`src/hw/rtl/pps_pkg.sv`:
```
// Package for the preemptive priority scheduler: field widths, limits,
// transaction kinds and the packed layout of one job-slot table entry.
// No dependencies.
`default_nettype none

package pps_pkg;

	localparam int KIND_W   = 2;
	localparam int SLOT_W   = 4;
	localparam int TIME_W   = 16;
	localparam int PRIO_W   = 10;
	localparam int COUNT_W  = 5;
	localparam int ACTIVE_W = 5;

	localparam logic [PRIO_W-1:0]   PRIO_CUTOFF    = 10'd999;
	localparam logic [TIME_W-1:0]   TIME_MAX       = 16'hFFFF;
	localparam logic [COUNT_W-1:0]  COUNT_MAX      = 5'd31;
	localparam logic [ACTIVE_W-1:0] ACTIVE_RESET   = 5'd4;

	typedef enum logic [KIND_W-1:0] {
		KIND_LOAD    = 2'd0,
		KIND_TICK    = 2'd1,
		KIND_RESTART = 2'd2
	} kind_t;

	// One job slot as held in the table RAM.
	typedef struct packed {
		logic [TIME_W-1:0] arrival;
		logic [TIME_W-1:0] burst;
		logic [PRIO_W-1:0] prio;
		logic [TIME_W-1:0] remaining;
	} entry_t;

	localparam int ENTRY_W = $bits(entry_t);

endpackage

`default_nettype wire

```
`src/hw/rtl/pps_if.sv`:
```
// Channel interfaces of the preemptive priority scheduler: command,
// report and configuration write. Depends on pps_pkg.
`default_nettype none

interface pps_cmd_if import pps_pkg::*; ();
	logic              valid;
	logic              ready;
	logic [KIND_W-1:0] kind;
	logic [SLOT_W-1:0] slot_index;
	logic [TIME_W-1:0] arrival_time;
	logic [TIME_W-1:0] burst_length;
	logic [PRIO_W-1:0] job_priority;

	modport source (output valid, kind, slot_index, arrival_time, burst_length, job_priority,
		input ready);
	modport sink (input valid, kind, slot_index, arrival_time, burst_length, job_priority,
		output ready);
endinterface

interface pps_rpt_if import pps_pkg::*; ();
	logic              valid;
	logic              ready;
	logic              idle;
	logic [SLOT_W-1:0] chosen_slot;
	logic              finished;
	logic [TIME_W-1:0] completion_time;
	logic [TIME_W-1:0] turnaround;
	logic [TIME_W-1:0] waiting;
	logic              all_done;

	modport source (output valid, idle, chosen_slot, finished, completion_time, turnaround,
		waiting, all_done, input ready);
	modport sink (input valid, idle, chosen_slot, finished, completion_time, turnaround,
		waiting, all_done, output ready);
endinterface

interface pps_cfg_if import pps_pkg::*; ();
	logic                valid;
	logic                ready;
	logic [ACTIVE_W-1:0] data;

	modport source (output valid, data, input ready);
	modport sink (input valid, data, output ready);
endinterface

`default_nettype wire

```
`src/hw/rtl/priority_preemptive_scheduler.sv`:
```
// Preemptive priority scheduler, top level: job-slot table in a RAM,
// scan sequencer and report register. Depends on pps_pkg, pps_if, pps_ram.
//
// Usage:
//  cfg : write transaction sets active_slots (slots 0..n-1 take part; values
//        above SLOTS act as SLOTS, zero means every tick is idle). Always ready.
//  cmd : one transaction per command. kind load writes a slot (ignored for
//        slot_index >= SLOTS), restart clears time and completion count, tick
//        schedules one unit of service.
//  rpt : one report per tick, none for other kinds.
//  Tick: n = effective active count. The single RAM read port sets the steps:
//        the scan reads one slot per cycle, a drain state waits for the
//        registered read data, then the update state writes back and loads
//        the report. With n zero the scan and the drain are skipped.
//  cmd.ready is high only while the sequencer is waiting for a command.
//  Stall: the report sits in an output register; a finished tick waits in
//        its update cycle only while a previous report is still not taken.
//  Reset: active_slots = 4, time and count zero, every slot reads as empty
//        (per-slot valid flops; RAM contents need no clearing pass).
`default_nettype none

module priority_preemptive_scheduler
	import pps_pkg::*;
#(
	parameter int SLOTS = 16
) (
	input wire logic clk,
	input wire logic arst_n,
	pps_cfg_if.sink  cfg,
	pps_cmd_if.sink  cmd,
	pps_rpt_if.source rpt
);

	localparam int ADDR_W = $clog2(SLOTS);
	// Largest useful active count, limited to what the register can hold.
	localparam logic [ACTIVE_W-1:0] SLOTS_CAP =
		(SLOTS > 31) ? 5'd31 : ACTIVE_W'(SLOTS);

	typedef enum logic [1:0] {
		ST_IDLE,
		ST_SCAN,
		ST_DRAIN,
		ST_FIN
	} state_t;

	state_t              state_q;
	logic [ACTIVE_W-1:0] active_q;
	logic [TIME_W-1:0]   time_q;
	logic [COUNT_W-1:0]  count_q;
	// Set by a load; a slot never loaded is never eligible.
	logic [SLOTS-1:0]    loaded_q;
	// A done mark always goes with zero remaining time, so the remaining
	// count stands in for it in the eligibility test.

	logic [ACTIVE_W-1:0] scan_q;
	logic                rd_vld_s1;
	logic [ADDR_W-1:0]   addr_s1;
	logic                found_q;
	logic [ADDR_W-1:0]   pick_q;
	entry_t              best_q;

	logic                out_valid_q;
	logic                idle_q;
	logic [SLOT_W-1:0]   chosen_q;
	logic                fin_q;
	logic [TIME_W-1:0]   ct_q;
	logic [TIME_W-1:0]   tat_q;
	logic [TIME_W-1:0]   wt_q;
	logic                all_done_q;

	// Effective active count.
	logic [ACTIVE_W-1:0] n_eff;
	assign n_eff = (active_q > SLOTS_CAP) ? SLOTS_CAP : active_q;

	// Address conversions between the fixed field widths and ADDR_W.
	logic [ADDR_W+SLOT_W-1:0]   ld_wide;
	logic [ADDR_W+ACTIVE_W-1:0] scan_wide;
	logic [ADDR_W+SLOT_W-1:0]   pick_wide;
	logic [ADDR_W-1:0]          ld_addr;
	logic [ADDR_W-1:0]          scan_addr;
	logic                       ld_in_range;

	assign ld_wide     = {{ADDR_W{1'b0}}, cmd.slot_index};
	assign scan_wide   = {{ADDR_W{1'b0}}, scan_q};
	assign pick_wide   = {{SLOT_W{1'b0}}, pick_q};
	assign ld_addr     = ld_wide[ADDR_W-1:0];
	assign scan_addr   = scan_wide[ADDR_W-1:0];
	assign ld_in_range = 32'(cmd.slot_index) < SLOTS;

	logic cmd_fire;
	assign cmd.ready = (state_q == ST_IDLE);
	assign cmd_fire  = cmd.valid && cmd.ready;
	assign cfg.ready = 1'b1;

	// Update step of a tick: free to complete once the report register is free.
	logic fin_go;
	assign fin_go = (state_q == ST_FIN) && (!out_valid_q || rpt.ready);

	// Scan compare on the entry read the cycle before.
	entry_t rd_data;
	logic   eligible;
	assign eligible = rd_vld_s1 && loaded_q[addr_s1] && (rd_data.remaining != '0) &&
		(rd_data.arrival <= time_q) && (rd_data.prio < best_q.prio);

	// Tick arithmetic.
	logic [TIME_W-1:0]  time_next;
	logic [TIME_W-1:0]  rem_next;
	logic               fin_now;
	logic [TIME_W-1:0]  tat_now;
	logic [TIME_W-1:0]  wt_now;
	logic [COUNT_W-1:0] count_next;

	always_comb begin
		time_next  = (time_q == TIME_MAX) ? time_q : time_q + 1'b1;
		rem_next   = best_q.remaining - 1'b1;
		fin_now    = found_q && (rem_next == '0);
		tat_now    = time_next - best_q.arrival;
		wt_now     = (tat_now >= best_q.burst) ? tat_now - best_q.burst : '0;
		count_next = (fin_now && count_q != COUNT_MAX) ? count_q + 1'b1 : count_q;
	end

	// RAM ports: loads write in the idle state, the update step writes the
	// chosen slot back. The FSM keeps that write after every scan read, so
	// no forwarding is needed.
	logic              ram_we;
	logic [ADDR_W-1:0] ram_waddr;
	entry_t            ram_wdata;
	logic              ram_re;

	always_comb begin
		ram_we    = 1'b0;
		ram_waddr = ld_addr;
		ram_wdata = '{arrival: cmd.arrival_time, burst: cmd.burst_length,
			prio: cmd.job_priority, remaining: cmd.burst_length};
		if (cmd_fire && kind_t'(cmd.kind) == KIND_LOAD && ld_in_range) begin
			ram_we = 1'b1;
		end else if (fin_go && found_q) begin
			ram_we              = 1'b1;
			ram_waddr           = pick_q;
			ram_wdata           = best_q;
			ram_wdata.remaining = rem_next;
		end
	end

	assign ram_re = (state_q == ST_SCAN);

	pps_ram #(
		.WIDTH(ENTRY_W),
		.DEPTH(SLOTS)
	) u_table (
		.clk  (clk),
		.we   (ram_we),
		.waddr(ram_waddr),
		.wdata(ram_wdata),
		.re   (ram_re),
		.raddr(scan_addr),
		.rdata(rd_data)
	);

	always_ff @(posedge clk or negedge arst_n) begin
		if (!arst_n) begin
			state_q     <= ST_IDLE;
			active_q    <= ACTIVE_RESET;
			time_q      <= '0;
			count_q     <= '0;
			loaded_q    <= '0;
			scan_q      <= '0;
			rd_vld_s1   <= 1'b0;
			addr_s1     <= '0;
			found_q     <= 1'b0;
			pick_q      <= '0;
			best_q      <= '0;
			out_valid_q <= 1'b0;
			idle_q      <= 1'b0;
			chosen_q    <= '0;
			fin_q       <= 1'b0;
			ct_q        <= '0;
			tat_q       <= '0;
			wt_q        <= '0;
			all_done_q  <= 1'b0;
		end else begin
			if (cfg.valid) begin
				active_q <= cfg.data;
			end
			// A report taken in the update cycle is replaced there.
			if (out_valid_q && rpt.ready && !fin_go) begin
				out_valid_q <= 1'b0;
			end

			rd_vld_s1 <= ram_re;
			addr_s1   <= scan_addr;
			if (eligible) begin
				found_q <= 1'b1;
				pick_q  <= addr_s1;
				best_q  <= rd_data;
			end

			case (state_q)
				ST_IDLE: begin
					if (cmd_fire) begin
						case (kind_t'(cmd.kind))
							KIND_LOAD: begin
								if (ld_in_range) begin
									loaded_q[ld_addr] <= 1'b1;
								end
							end
							KIND_RESTART: begin
								time_q  <= '0;
								count_q <= '0;
							end
							KIND_TICK: begin
								scan_q  <= '0;
								found_q <= 1'b0;
								best_q  <= '{arrival: '0, burst: '0, prio: PRIO_CUTOFF,
									remaining: '0};
								state_q <= (n_eff == '0) ? ST_FIN : ST_SCAN;
							end
							default: ;
						endcase
					end
				end
				ST_SCAN: begin
					scan_q <= scan_q + 1'b1;
					if (scan_q == n_eff - 1'b1) begin
						state_q <= ST_DRAIN;
					end
				end
				ST_DRAIN: begin
					state_q <= ST_FIN;
				end
				ST_FIN: begin
					if (fin_go) begin
						time_q      <= time_next;
						count_q     <= count_next;
						out_valid_q <= 1'b1;
						idle_q      <= !found_q;
						chosen_q    <= found_q ? pick_wide[SLOT_W-1:0] : '0;
						fin_q       <= fin_now;
						ct_q        <= fin_now ? time_next : '0;
						tat_q       <= fin_now ? tat_now : '0;
						wt_q        <= fin_now ? wt_now : '0;
						all_done_q  <= (count_next >= n_eff);
						state_q     <= ST_IDLE;
					end
				end
				default: begin
					state_q <= ST_IDLE;
				end
			endcase
		end
	end

	assign rpt.valid           = out_valid_q;
	assign rpt.idle            = idle_q;
	assign rpt.chosen_slot     = chosen_q;
	assign rpt.finished        = fin_q;
	assign rpt.completion_time = ct_q;
	assign rpt.turnaround      = tat_q;
	assign rpt.waiting         = wt_q;
	assign rpt.all_done        = all_done_q;

endmodule

`default_nettype wire

```
`src/hw/rtl/pps_ram.sv`:
```
// Generic simple dual-port RAM: one write port, one read port with
// registered read data. No dependencies.
`default_nettype none

module pps_ram #(
	parameter int WIDTH = 8,
	parameter int DEPTH = 16
) (
	input  wire logic                     clk,
	input  wire logic                     we,
	input  wire logic [$clog2(DEPTH)-1:0] waddr,
	input  wire logic [WIDTH-1:0]         wdata,
	input  wire logic                     re,
	input  wire logic [$clog2(DEPTH)-1:0] raddr,
	output logic      [WIDTH-1:0]         rdata
);

	logic [WIDTH-1:0] mem [DEPTH];

	always_ff @(posedge clk) begin
		if (we) begin
			mem[waddr] <= wdata;
		end
		if (re) begin
			rdata <= mem[raddr];
		end
	end

endmodule

`default_nettype wire

```
`src/flat_wrapper.sv`:
```
// flat-port wrapper written by rule: the top's interface ports become plain ports
module priority_preemptive_scheduler_flat import pps_pkg::*;
#(
	parameter int SLOTS = 16
)
  (clk, arst_n, cfg_valid, cfg_data, cfg_ready, cmd_valid, cmd_kind, cmd_slot_index, cmd_arrival_time, cmd_burst_length, cmd_job_priority, cmd_ready, rpt_valid, rpt_idle, rpt_chosen_slot, rpt_finished, rpt_completion_time, rpt_turnaround, rpt_waiting, rpt_all_done, rpt_ready);
  pps_cfg_if cfg_i ();
  pps_cmd_if cmd_i ();
  pps_rpt_if rpt_i ();
  input wire logic clk;
  input wire logic arst_n;
  input wire logic [$bits(cfg_i.valid)-1:0] cfg_valid;
  input wire logic [$bits(cfg_i.data)-1:0] cfg_data;
  output wire logic [$bits(cfg_i.ready)-1:0] cfg_ready;
  input wire logic [$bits(cmd_i.valid)-1:0] cmd_valid;
  input wire logic [$bits(cmd_i.kind)-1:0] cmd_kind;
  input wire logic [$bits(cmd_i.slot_index)-1:0] cmd_slot_index;
  input wire logic [$bits(cmd_i.arrival_time)-1:0] cmd_arrival_time;
  input wire logic [$bits(cmd_i.burst_length)-1:0] cmd_burst_length;
  input wire logic [$bits(cmd_i.job_priority)-1:0] cmd_job_priority;
  output wire logic [$bits(cmd_i.ready)-1:0] cmd_ready;
  output wire logic [$bits(rpt_i.valid)-1:0] rpt_valid;
  output wire logic [$bits(rpt_i.idle)-1:0] rpt_idle;
  output wire logic [$bits(rpt_i.chosen_slot)-1:0] rpt_chosen_slot;
  output wire logic [$bits(rpt_i.finished)-1:0] rpt_finished;
  output wire logic [$bits(rpt_i.completion_time)-1:0] rpt_completion_time;
  output wire logic [$bits(rpt_i.turnaround)-1:0] rpt_turnaround;
  output wire logic [$bits(rpt_i.waiting)-1:0] rpt_waiting;
  output wire logic [$bits(rpt_i.all_done)-1:0] rpt_all_done;
  input wire logic [$bits(rpt_i.ready)-1:0] rpt_ready;
  assign cfg_i.valid = cfg_valid;
  assign cfg_i.data = cfg_data;
  assign cfg_ready = cfg_i.ready;
  assign cmd_i.valid = cmd_valid;
  assign cmd_i.kind = cmd_kind;
  assign cmd_i.slot_index = cmd_slot_index;
  assign cmd_i.arrival_time = cmd_arrival_time;
  assign cmd_i.burst_length = cmd_burst_length;
  assign cmd_i.job_priority = cmd_job_priority;
  assign cmd_ready = cmd_i.ready;
  assign rpt_valid = rpt_i.valid;
  assign rpt_idle = rpt_i.idle;
  assign rpt_chosen_slot = rpt_i.chosen_slot;
  assign rpt_finished = rpt_i.finished;
  assign rpt_completion_time = rpt_i.completion_time;
  assign rpt_turnaround = rpt_i.turnaround;
  assign rpt_waiting = rpt_i.waiting;
  assign rpt_all_done = rpt_i.all_done;
  assign rpt_i.ready = rpt_ready;
  priority_preemptive_scheduler #(.SLOTS(SLOTS)) u_core (.clk(clk), .arst_n(arst_n), .cfg(cfg_i), .cmd(cmd_i), .rpt(rpt_i));
endmodule
```
`config.mk`:
```
export PLATFORM = sky130hd
export DESIGN_NAME = priority_preemptive_scheduler_flat
export DESIGN_NICKNAME = d
export VERILOG_FILES = /design/src/hw/rtl/pps_pkg.sv /design/src/hw/rtl/pps_if.sv /design/src/hw/rtl/priority_preemptive_scheduler.sv /design/src/hw/rtl/pps_ram.sv /design/src/flat_wrapper.sv
export SDC_FILE = /design/constraint.sdc
export NUM_CORES = 1
export LEC_CHECK = 0
export ABC_AREA = 1
export BUFFER_PORTS_ARGS = -buffer_cell sky130_fd_sc_hd__buf_2
export CAP_MARGIN = 20
export CORE_MARGIN = 4
export CORE_UTILIZATION = 50
export CTS_BUF_LIST = sky130_fd_sc_hd__clkbuf_8
export CTS_CLUSTER_SIZE = 8
export DETAILED_ROUTE_END_ITERATION = 16
export GPL_ROUTABILITY_DRIVEN = 0
export PLACE_DENSITY = 0.62
export SLEW_MARGIN = 10
export SYNTH_ARGS = -nofsm -noshare
export SYNTH_HDL_FRONTEND = slang
export SYNTH_SLANG_ARGS = --single-unit
```
`constraint.sdc`:
```
create_clock -name clk -period 5.75 [get_ports clk]
set_input_delay 0.575 -clock clk [delete_from_list [all_inputs] [get_ports clk]]
set_output_delay 0.575 -clock clk [all_outputs]
set_load 0.02 [all_outputs]
```
# Word-level counts from Yosys, hierarchy flattened
# Memories as Yosys holds them, arrays and structs flattened. A register that Yosys moved wholly into a read port is not among the register bits.
# Index checks and enable logic that the tools add are counted.
[op_classes]
muxes = 48
bitwise = 1
n_lt_le_gt_ge = 8
n_addsub = 7
n_reduce_logical = 29
n_eq_ne = 13
[op_table]
columns = ["operator", "count"]
rows = [
  ["58-bit 2-to-1 mux", 6],
  ["16-bit 2-to-1 mux", 8],
  ["5-bit 2-to-1 mux", 7],
  ["16-bit case mux with 2 select lines", 1],
  ["16-bit subtractor", 2],
  ["5-bit case mux with 2 select lines", 2],
  ["16-bit by 1-bit adder with 16-bit output, second input constant", 1],
  ["16-bit == test, second input constant", 1],
  ["16-bit greater-or-equal comparator", 1],
  ["16-bit <= comparator", 1],
  ["16-bit zero test", 1],
  ["16-bit bitwise OR", 1],
  ["16-bit nonzero test", 1],
  ["16-bit by 1-bit subtractor with 16-bit output, second input constant", 1],
  ["1-bit logical AND", 13],
  ["1-bit 2-to-1 mux", 13],
  ["4-bit 2-to-1 mux", 3],
  ["5-bit by 1-bit adder with 5-bit output, second input constant", 2],
  ["10-bit less-than comparator", 1],
  ["4-bit by 5-bit less-than comparator with 1-bit output, second input constant", 2],
  ["2-bit 2-to-1 mux", 5],
  ["2-bit != test, second input constant", 4],
  ["2-bit case mux with 4 select lines", 1],
  ["4-bit AND reduction", 2],
  ["other kinds (18)", 26],
]
[word_totals]
regBits = 173
inputBits = 58
output_inout_bits = 58
elab_cells = 129
mem_count = 1
mem_bits_rw = 928
[memory_table]
columns = ["name", "words", "width", "rd", "rd_clocked_by_memory_dff", "wr", "line_no", "source"]
rows = [
  ["u_core.u_table.mem", 16, 58, 1, 1, 1, "pps_ram.sv:18", "logic [WIDTH-1:0] mem [DEPTH];"],
]

# Logic depth before layout (Yosys ltp)
[logic_depth]
depth_word = 10
ltp_mapped = 31
ltp_nobuf = 30

# Modules after synthesis
# A second synthesis with hierarchy kept.
[hier_totals]
cells_unflattened = 5384
hier_area_um2 = 53029.6
[modules_own_cells]
columns = ["mod", "cells_per_inst", "area_per_inst_um2", "instances", "seq_area_each_um2"]
rows = [
  ["pps_ram", 3819, 41594.9, 1, 29608.4],
  ["priority_preemptive_scheduler", 1565, 11434.7, 1, 4330.4],
]

# Least setup slack after synthesis
# Ideal clock, no wire load.
[synth_timing]
path_type = "register -> register"
from = "reg u_core.state_q[0]"
to = "mem u_core.u_table.mem[0][0] (netlist bit) (enable)"
period_less_slack_ns = 4.951
stages_incl_launch_ff = 10
arrival_time_ns = 4.477
setup_ns = 0.474
required_ns = 5.276
setup_slack_ns = 0.799
n_path_buf = 1
cell_sequence = "dfrtp_1 -> inv_1 -> ha_1 -> inv_1 -> nor4_2 -> nor2_2 -> buf_2 -> a21oi_1 -> nand2_1 -> nor2_1"
[synth_between]
word_cells_on_any_way = 12
classes_between = "eq/ne: 1; mux: 6; reduce/logical: 5"
[synth_lines]
columns = ["element", "line_no", "source"]
rows = [
  ["start: declaration", "priority_preemptive_scheduler.sv:46", "state_t state_q;"],
  ["start signal: assignment", "priority_preemptive_scheduler.sv:216", "state_q <= (n_eff == '0) ? ST_FIN : ST_SCAN;"],
  ["2-bit zero test *", "priority_preemptive_scheduler.sv:91", "assign cmd.ready = (state_q == ST_IDLE);"],
  ["named net cmd_ready", "flat_wrapper.sv:21", "output wire logic [$bits(cmd_i.ready)-1:0] cmd_ready;"],
  ["1-bit logical AND *", "priority_preemptive_scheduler.sv:92", "assign cmd_fire = cmd.valid && cmd.ready;"],
  ["1-bit logical AND *", "priority_preemptive_scheduler.sv:135", "if (cmd_fire && kind_t'(cmd.kind) == KIND_LOAD && ld_in_range) begin"],
  ["1-bit 2-to-1 mux", "priority_preemptive_scheduler.sv:135", ""],
  ["1-bit 2-to-1 mux", "pps_ram.sv:21", "if (we) begin"],
  ["1-bit 2-to-1 mux (not written as such)", "pps_ram.sv:22", "mem[waddr] <= wdata;"],
  ["end: declaration", "pps_ram.sv:18", ""],
]
# Mark *: on every way through the listed nets, which the timed path passes. The rest lies on a longest branch.

# Final worst setup path
[layout_timing]
from = "reg u_core.time_q[0]"
to = "reg u_core.wt_q[13] (netlist: u_core.rpt.waiting[13])"
[layout_between]
elab_chain_cells = 6
word_cells_on_any_way = 8
classes_between = "add/sub: 3; order compare: 1; eq/ne: 1; mux: 3"
[layout_lines]
columns = ["element", "line_no", "source"]
rows = [
  ["start: declaration", "priority_preemptive_scheduler.sv:48", "logic [TIME_W-1:0] time_q;"],
  ["start signal: assignment", "priority_preemptive_scheduler.sv:233", "time_q <= time_next;"],
  ["16-bit by 1-bit adder with 16-bit output or 16-bit == test (tied branches)", "priority_preemptive_scheduler.sv:114", "time_next = (time_q == TIME_MAX) ? time_q : time_q + 1'b1;"],
  ["16-bit 2-to-1 mux *", "priority_preemptive_scheduler.sv:114", ""],
  ["16-bit subtractor *", "priority_preemptive_scheduler.sv:117", "tat_now = time_next - best_q.arrival;"],
  ["16-bit subtractor or 16-bit greater-or-equal comparator (tied branches)", "priority_preemptive_scheduler.sv:118", "wt_now = (tat_now >= best_q.burst) ? tat_now - best_q.burst : '0;"],
  ["16-bit 2-to-1 mux *", "priority_preemptive_scheduler.sv:118", ""],
  ["16-bit 2-to-1 mux *", "priority_preemptive_scheduler.sv:241", "wt_q <= fin_now ? wt_now : '0;"],
  ["end signal: assignment", "priority_preemptive_scheduler.sv:241", ""],
  ["end: declaration", "priority_preemptive_scheduler.sv:68", "logic [TIME_W-1:0] wt_q;"],
]
# Mark *: on every way between the ends. The rest lies on a longest branch, timed or not.
# A chain may end at the register's enable or synchronous reset.

==> summary.txt <==
Outcome
  – Status: complete, no violations

Logic synthesis
  – Top cells by area, synth: edfxtp_1, dfrtp_1, nor2_1, nand2_1, o21ai_0
  – EDFF count, synth: 986
  – Yosys top cell area share: 60.3%
  – Sequential element share of the synthesized area: 69.1%
  – Post-synth ARST share: 14.9%
  – YS warnings: 0
  – Dominant cell type by area after synthesis: edfxtp_1
  – Commonest register cell after synthesis: edfxtp_1
  – Synth unique cells: 56
  – Syn Std Cell Area: 49100 um^2
  – Synth Net Count: 4220
  – Synth Instances: 4087
  – Post-Syn Area per Cell: 12.0 um^2
  – Count of state elements after synthesis: 1159

Timing
  – Final setup viols: 0
  – Final Skew: 0.0331 ns
  – Slew Viols, Final: 0
  – Hold Violations, Final: 0
  – Fin crit share: 87.5%
  – Setup ws final: 0.717 ns
  – Slew HR: 25.6%
  – Max frequency: 199 MHz
  – Worst slew pin tran: 1.11 ns
  – Post-Route Setup TNS: 0 ns
  – RSZ-0062 raised after global routing: false
  – Min Clock Period, post-route: 5.03 ns

Finish
  – Nets: 4415
  – FF+latch area: 34000 um^2
  – Area growth from synthesis to layout: 12.7%
  – Multi-input gate area: 13500 um^2
  – Layout cell share with drive strength beyond 1: 12.0%
  – # fillers: 7920

Global route
  – Initial antenna violation count: 3
  – First-pass GRT wire length: 198000 um
  – Pin count of the biggest net entering global routing: 160
  – GRT overflow: 0
  – Vias in the first global route: 31200
  – Tot GR Track Use: 25.5%

Power and ir drop
  – Clk pwr share: 26.0%
  – Peak VDD IR: 0.000416 V
  – Reg power frac: 41.8%
  – Sw Share: 37.1%
  – Static leakage: 20.8 nW
  – Internal: 16.1 mW
  – Power Density: 463 nW/um^2
  – Part of the power in combinational logic: 32.2%
  – Net switching power: 9.50 mW

Placed design
  – Dpl ws: 0.791 ns
  – I/O Buffers: 114
  – Post-DP HPWL: 72700 um

Clocking
  – CTS resizes: 0
  – H-tree Lvls: 4
  – CTS tree: yes
  – Clock transition at the registers of the reported paths: 0.06 ns
  – CTS Hold Bufs: 18
  – Clk sinks: 1159
  – Total CTS buffers: 187
  – Clock Latency Late Sink: 0.86 ns
  – Postcts setup bufs: 0
  – Clock root buffer: clkbuf_8
  – Clock buffer depth: 3

Worst setup path
  – Crit path largest cell delay: 0.45 ns
  – CP max stage cell: fa_1
  – Startpoint Class: flip-flop
  – Crit path max fanout: 5
  – Cell chain of the critical path: ha_1 > nand3_1 > nor2_1 > nand2_1 > nor2_1 > nand2_1 > xor2_1 > ha_1 > fa_1 > o21ai_0 > a21boi_0 > o21ai_0 > xnor2_1 > inv_1 > ha_1 > a21oi_1 > a21boi_0 > nor3_1 > nor3_1 > nand2_1 > or2_2 > nand3_1 > nand2_1
  – Req. time, crit path: 6.49 ns
  – Setup crit end kind: flip-flop
  – Most used cell, CP: nand2_1
  – Class of the most critical setup path: flip-flop to flip-flop
  – Critical Path AT: 5.78 ns

Route
  – Wl on met1: 58800 um
  – Met2 wire length: 60600 um
  – Via density: 5.82
  – First DRT Iteration DRCs: 3514
  – Residual DRC count: 0
  – Detailed-route via count: 33300
  – First drt pass iteration count: 5
  – Routed wire per std cell: 23.2 um
  – Detail Route Antenna Nets: 0
  – Top Metal Used: met4
  – WL final: 133000 um
  – DR WL met3: 10500 um

Die
  – DIE WIDTH: 321 um
  – # rows: 114
  – Die height: 321 um
  – Core footprint: 97000 um^2
  – Initial cell density of the core: 50.6%
  – DIE AREA: 103000 um^2
  – I/O pins: 116

Run
  – Max-cap viol count: 0

Worst hold path
  – Worst hold path class: input pin to flip-flop
[metrics by stage]
stage | power, mW | hold WS [ns] | util (%) | std cells | cell area [um^2]
after floorplan | 16.3 | 0.279 | - | 4087 | 49100
after global placement | 18.9 | 0.442 | 53.2 | 5348 | 51600
after detailed placement | 19.0 | 0.445 | 53.2 | 5348 | 51600
after CTS | 25.7 | 0.00549 | 57.0 | 5707 | 55300
after global routing | 27.1 | 0.0546 | 57.1 | 5712 | 55300
final | 25.6 | 0.0959 | 57.1 | 5714 | 55300
[critical path: cells and delay by family, from the launching register on]
| kind | cells | cell delay, ns |
|---|---|---|
| simple gates | 11 | 1.45 |
| compound gates | 5 | 1.35 |
| fa+ha+maj | 4 | 1.28 |
| flops | 1 | 0.38 |
| xor+xnor | 2 | 0.38 |
| buf+inv | 1 | 0.07 |
[sequential cells by signal, indices dropped and copies added (netlist names), 2 cells and up]
name and count:
u_core.scan_q 5, u_core.best_q 58, u_core.loaded_q 16, u_core.state_q 2, u_core.u_table.mem 928, u_core.pick_q 4, u_core.active_q 5, u_core.rpt.completion_time 16
u_core.count_q 5, u_core.addr_s1 4, u_core.rpt.waiting 16, u_core.time_q 16, u_core.u_table.rdata 58, u_core.rpt.chosen_slot 4, u_core.rpt.turnaround 16
[cell type report]
cell class | instances | share of cell area, %
well taps | 1276 | 2.88
clock buffers | 204 | 5.07
repair buffers | 237 | 3.40
flip-flops and latches | 1159 | 61.3
inverters | 240 | 1.65
diodes | 4 | 0.0181
multi-input cells | 2457 | 24.4
clock inverters | 137 | 1.29
[cells in the final DEF, fill, tap and decap left out, types with 96 or more instances in the layout]
| master | n |
|---|---|
| edfxtp_1 | 986 |
| mux2i_1 | 96 |
| nand2_1 | 514 |
| o32ai_1 | 136 |
| o221ai_1 | 96 |
| o21ai_0 | 353 |
| dfrtp_1 | 169 |
| inv_1 | 318 |
| nor2_1 | 624 |
| buf_2 | 115 |
| nand3_1 | 214 |
| clkbuf_8 | 205 |
| a21oi_1 | 107 |
[Yosys cell counts (2+ instances only)]
library cell	instances
a21boi_0	3
a21o_1	6
a21oi_1	107
a22o_1	2
a31oi_1	4
and2_1	4
buf_1	21
buf_2	38
buf_4	4
clkbuf_1	167
clkinv_1	2
dfrtp_1	172
edfxtp_1	986
fa_1	2
ha_1	73
inv_1	226
inv_2	12
mux2i_1	96
nand2_1	515
nand2_2	4
nand3_1	214
nand3_2	2
nand3b_1	9
nand4_1	20
nor2_1	641
nor2_2	8
nor2_4	8
nor3_1	18
nor3b_1	2
nor4_1	7
o211ai_1	22
o21a_1	4
o21ai_0	357
o21ai_1	6
o21ai_2	11
o21bai_1	12
o221ai_1	96
o22ai_1	16
o31ai_1	2
o32ai_1	136
or2_2	4
xnor2_1	11
xor2_1	24
[power groups by stage]
stage | clock network (mW) | registers [mW] | logic, mW
3_5_place_dp | 0 | 10.9 | 8.14
2_1_floorplan | 0 | 10.6 | 5.70
5_1_grt | 7.22 | 10.8 | 9.09
3_3_place_gp | 0 | 10.9 | 8.07
4_1_cts | 6.80 | 10.7 | 8.19
6_report | 6.66 | 10.7 | 8.24
[metal layers]
layer | GRT usage [%] | vias up
met5 | 0 | -
met4 | 7.10 | 0
met3 | 4.40 | 195
met2 | 39.3 | 1357
met1 | 37.9 | 16500
li1 | - | 15200
[logic make-up (layout without fill, tap and decap cells)]
logic type,Yosys count,count (layout),synth area share [%]
buffers and inverters,471,818,3.74
other,1,5,0.00764
muxes,96,96,1.96
AOI/OAI and AO/OA,788,788,10.2
DFF,1159,1159,69.1
and+or+nand+nor,1461,1461,12.3
adders and majority gates,75,75,1.94
xor gates and xnor gates,36,36,0.670
[worst paths after layout]
kind | to | slack (ns) | cells past startpoint | startpoint
setup / recovery | u_core.rpt.waiting[13] | 0.72 | 23 | u_core.time_q[0]
hold / removal | u_core.loaded_q[14] | 0.1 | 3 | cmd_slot_index[2]
setup reg to reg | u_core.rpt.waiting[13] | 0.72 | 23 | u_core.time_q[0]
hold reg to reg | u_core.loaded_q[6] | 0.45 | 2 | u_core.loaded_q[6]
max in group asynchronous | u_core.best_q[52] | 4.36 | 3 | arst_n
min in group asynchronous | u_core.loaded_q[11] | 0.31 | 2 | arst_n
(Power assumes the default switching activity.)
